`src/rtl/eqd_fifo.sv`:
```
`timescale 1ns / 1ps
`default_nettype none
// ----------------------------------------------------------------------------
// eqd_fifo: two-entry queue
// Decouples a producer from a consumer; push and pop may both happen in one cycle.
// ----------------------------------------------------------------------------
module eqd_fifo #(
	parameter int WIDTH = 16
) (
	input  wire logic             clk,
	input  wire logic             arst_n,
	input  wire logic             push,
	output logic                  full,
	input  wire logic [WIDTH-1:0] wr_data,
	input  wire logic             pop,
	output logic                  empty,
	output logic [WIDTH-1:0]      rd_data
);

	logic [WIDTH-1:0] mem_q [2];
	logic             wr_ptr_q;
	logic             rd_ptr_q;
	logic [1:0]       cnt_q;
	logic             do_push;
	logic             do_pop;

	assign full    = (cnt_q == 2'd2);
	assign empty   = (cnt_q == 2'd0);
	assign do_push = push && !full;
	assign do_pop  = pop && !empty;
	assign rd_data = mem_q[rd_ptr_q];

	always_ff @(posedge clk or negedge arst_n) begin
		if (!arst_n) begin
			wr_ptr_q <= 1'b0;
			rd_ptr_q <= 1'b0;
			cnt_q    <= 2'd0;
		end else begin
			if (do_push) wr_ptr_q <= ~wr_ptr_q;
			if (do_pop)  rd_ptr_q <= ~rd_ptr_q;
			if (do_push && !do_pop) cnt_q <= cnt_q + 2'd1;
			else if (do_pop && !do_push) cnt_q <= cnt_q - 2'd1;
		end
	end

	always_ff @(posedge clk) begin
		if (do_push) mem_q[wr_ptr_q] <= wr_data;
	end

endmodule
`default_nettype wire

```
`config.mk`:
```
export PLATFORM = sky130hd
export DESIGN_NAME = eqd_fifo
export DESIGN_NICKNAME = d
export VERILOG_FILES = /design/src/rtl/eqd_fifo.sv
export SDC_FILE = /design/constraint.sdc
export NUM_CORES = 1
export LEC_CHECK = 0
export ABC_AREA = 1
export BUFFER_PORTS_ARGS = -buffer_cell sky130_fd_sc_hd__buf_2
export CAP_MARGIN = 20
export CORE_MARGIN = 2
export CORE_UTILIZATION = 45
export DETAILED_ROUTE_END_ITERATION = 12
export MAX_ROUTING_LAYER = met4
export PLACE_DENSITY = 0.8
export SLEW_MARGIN = 20
export SYNTH_ARGS = -nofsm -noshare
export SYNTH_HDL_FRONTEND = slang
export SYNTH_SLANG_ARGS = --single-unit
```
`constraint.sdc`:
```
create_clock -name clk -period 1.7 [get_ports clk]
set_clock_uncertainty 0.15 [all_clocks]
set_input_delay 0.085 -clock clk [delete_from_list [all_inputs] [get_ports clk]]
set_output_delay 0.085 -clock clk [all_outputs]
set_load 0.02 [all_outputs]
```
==> flow_summary.toml <==
[synthesis]
synth-edff-count = 32
syn_nets = 136
syn_area_mm2 = 0.00140
synth-async-reset-ratio_pct = 11.1
yosysWarnings = 0
dominantRegCellSynth = "edfxtp_1"
synthCells = 115
ys_types = 17
synth_seq_area_share_pct = 75.6
syn_area_per_cell_um2 = 12.2
ys_ff_latch = 36

[worst_setup_path]
start_kind = "flip-flop"
critPathMaxFanout = 7
critPathKind = "flip-flop to flip-flop"
crit_arrival_ns = 1.64
critPathCaptureType = "flip-flop"
r2r-start = "cnt_q[0]"
r2r_end = "cnt_q[1]"
cp.required_ns = 1.77
r2r_cells = 7
rrSetupSlack_ns = 0.14

[power_and_ir_drop]
power_density_mw_per_mm2 = 1570
total_leakage_power_nw = 0.860
vdd_drop_max_mv = 0.912

[cts]
cts_tree = "yes"
cts_buffers = 5
post-cts-setup-buffers = 0
insertion_delay_ns = 0.33
clock-sinks = 36
cts_max_level = 2
clk_pin_slew_ns = 0.10
cts_buffer_depth = 2
cts-root-buf = "clkbuf_4"

[global_route]
grt_start_max_net_pins = 18
antenna_found_initial = 0
grt.overflow.total = 0
grt_pass1_vias = 1024
grt_usage_pct = 17.3
grt_pass1_wl_um = 4240

[final_layout]
diodes = 0
final_cell_mix = "nand2_1, buf_2, edfxtp_1"
nets = 200
layout_commonest_cell = "nand2_1"
final_cell_area_mm2 = 0.00191
drive_above_1_share_pct = 28.5
final_cell_count_no_fill = 212
syn_to_final_growth_pct = 35.9

[detailed_routing]
drt_first_pass_iters = 6
wire_per_inst_um = 12.6
vias = 1005
routed_wirelength_um = 2670
ant_nets = 0
drt_iter0_markers = 25
drc = 0
vias_per_cell = 4.74

[place]
gp_congestion = 0.793
io_buffers = 37
hpwl_um = 1800
place_area_mm2 = 0.00166
post-place-cells = 185

[floorplanning]
die_w_um = 59.8
io_pins = 38
start_util_pct = 46.7
die_y_um = 59.8
die-area_mm2 = 0.00358
rows = 20
core_mm2 = 0.00300

[min_path]
hold_depth = 2
hold_path_class = "input pin to flip-flop"
hp-start = "wr_data[15]"
hold_end = "mem_q[0][15]"

[timing]
holdWs_ns = 0.322
rsz0062_at_grt = "false"
final-hold-violation-count = 0
slew_violations = 0
max_freq_mhz = 640
slew_headroom_pct = 81.3
setup_viol = 0
period_needed_ns = 1.56
post-route-period-util_pct = 91.9
tightest_slew_ns = 0.280
setup_tns_ns = 0

[flow_run]
maxCapViolCount = 0

[outcome]
outcome = "finished, final reports clean"
-- routing by layer --
metal / track usage [%] / up-vias / routed length, µm
li1: - / 508 / -
met1: 18.4 / 450 / 1130
met2: 28.1 / 42 / 1320
met3: 5.19 / 5 / 171
met4: 10.8 / 0 / 47
met5: - / - / 0
-- stage by stage --
stage	worst slack [ns]	power [mW]	util, %
2_1_floorplan	0.109	2.15	-
3_3_place_gp	0.234	2.53	55.3
3_5_place_dp	0.159	2.58	55.3
4_1_cts	0.00611	3.01	63.4
5_1_grt	0.0482	3.19	63.5
6_report	0.138	2.98	63.5
-- area by class of cell --
type,instances,area (µm²)
fill,247,1100
sequential,36,1060
timing repair buffer,60,433
multi-input combinational,68,292
tap,33,41.3
clock buffer,5,37.5
inverter,8,32.5
clock inverter,2,7.51
-- how the worst max path moves through the flow --
| stage | start | endpoint | slack [ns] |
|---|---|---|---|
| floorplan | cnt_q[0] | cnt_q[1] | 0.11 |
| global placement | cnt_q[0] | cnt_q[1] | 0.23 |
| detailed placement | cnt_q[0] | cnt_q[1] | 0.16 |
| CTS | rd_ptr_q | rd_data[2] | 0.006 |
| global route | rd_ptr_q | rd_data[2] | 0.05 |
| finish | cnt_q[0] | cnt_q[1] | 0.14 |
-- what timing repair did --
action | in CTS | in global routing
setup endpoints to repair | 0 | 11
resized for setup | 0 | 1
hold buffers | 20 | 0
hold endpoints to repair | 38 | 0
-- flip-flops by register name, indices dropped and copies added (netlist names) --
register / cells
mem_q: 32
cnt_q: 2
rd_ptr_q: 1
wr_ptr_q: 1
-- cell usage after synthesis (2+ instances only) --
cell type / number / area [µm²]
nand2_1: 57 / 214
edfxtp_1: 32 / 961
inv_1: 6 / 22.5
dfrtp_1: 4 / 100
buf_4: 2 / 15.0
nor2_1: 2 / 7.51
o21ai_1: 2 / 10.0
-- critical path, stage by stage (launching register included) --
cell and delay, ns:
dfrtp_1 0.46, nor2_2 0.20, nor2_4 0.05, ha_1 0.33
inv_1 0.09, nand3_1 0.08, nand2_1 0.06, nand2_1 0.04
-- kinds of logic (layout without fill, tap and decap cells) --
| logic type | Yosys count | after routing | share of synthesized area, % |
|---|---|---|---|
| flops | 36 | 36 | 75.6 |
| fa+ha+maj | 1 | 1 | 0.892 |
| simple gates | 64 | 64 | 18.4 |
| buf+inv | 11 | 75 | 3.75 |
| compound gates | 2 | 2 | 0.714 |
| xor+xnor | 1 | 1 | 0.625 |
-- power by group --
part / switching, mW / total, mW / internal (mW)
combinational: 0.809 / 1.25 / 0.444
sequential: 0.118 / 1.33 / 1.22
clock: 0.252 / 0.396 / 0.144
Power figures use the tool's default switching activity.
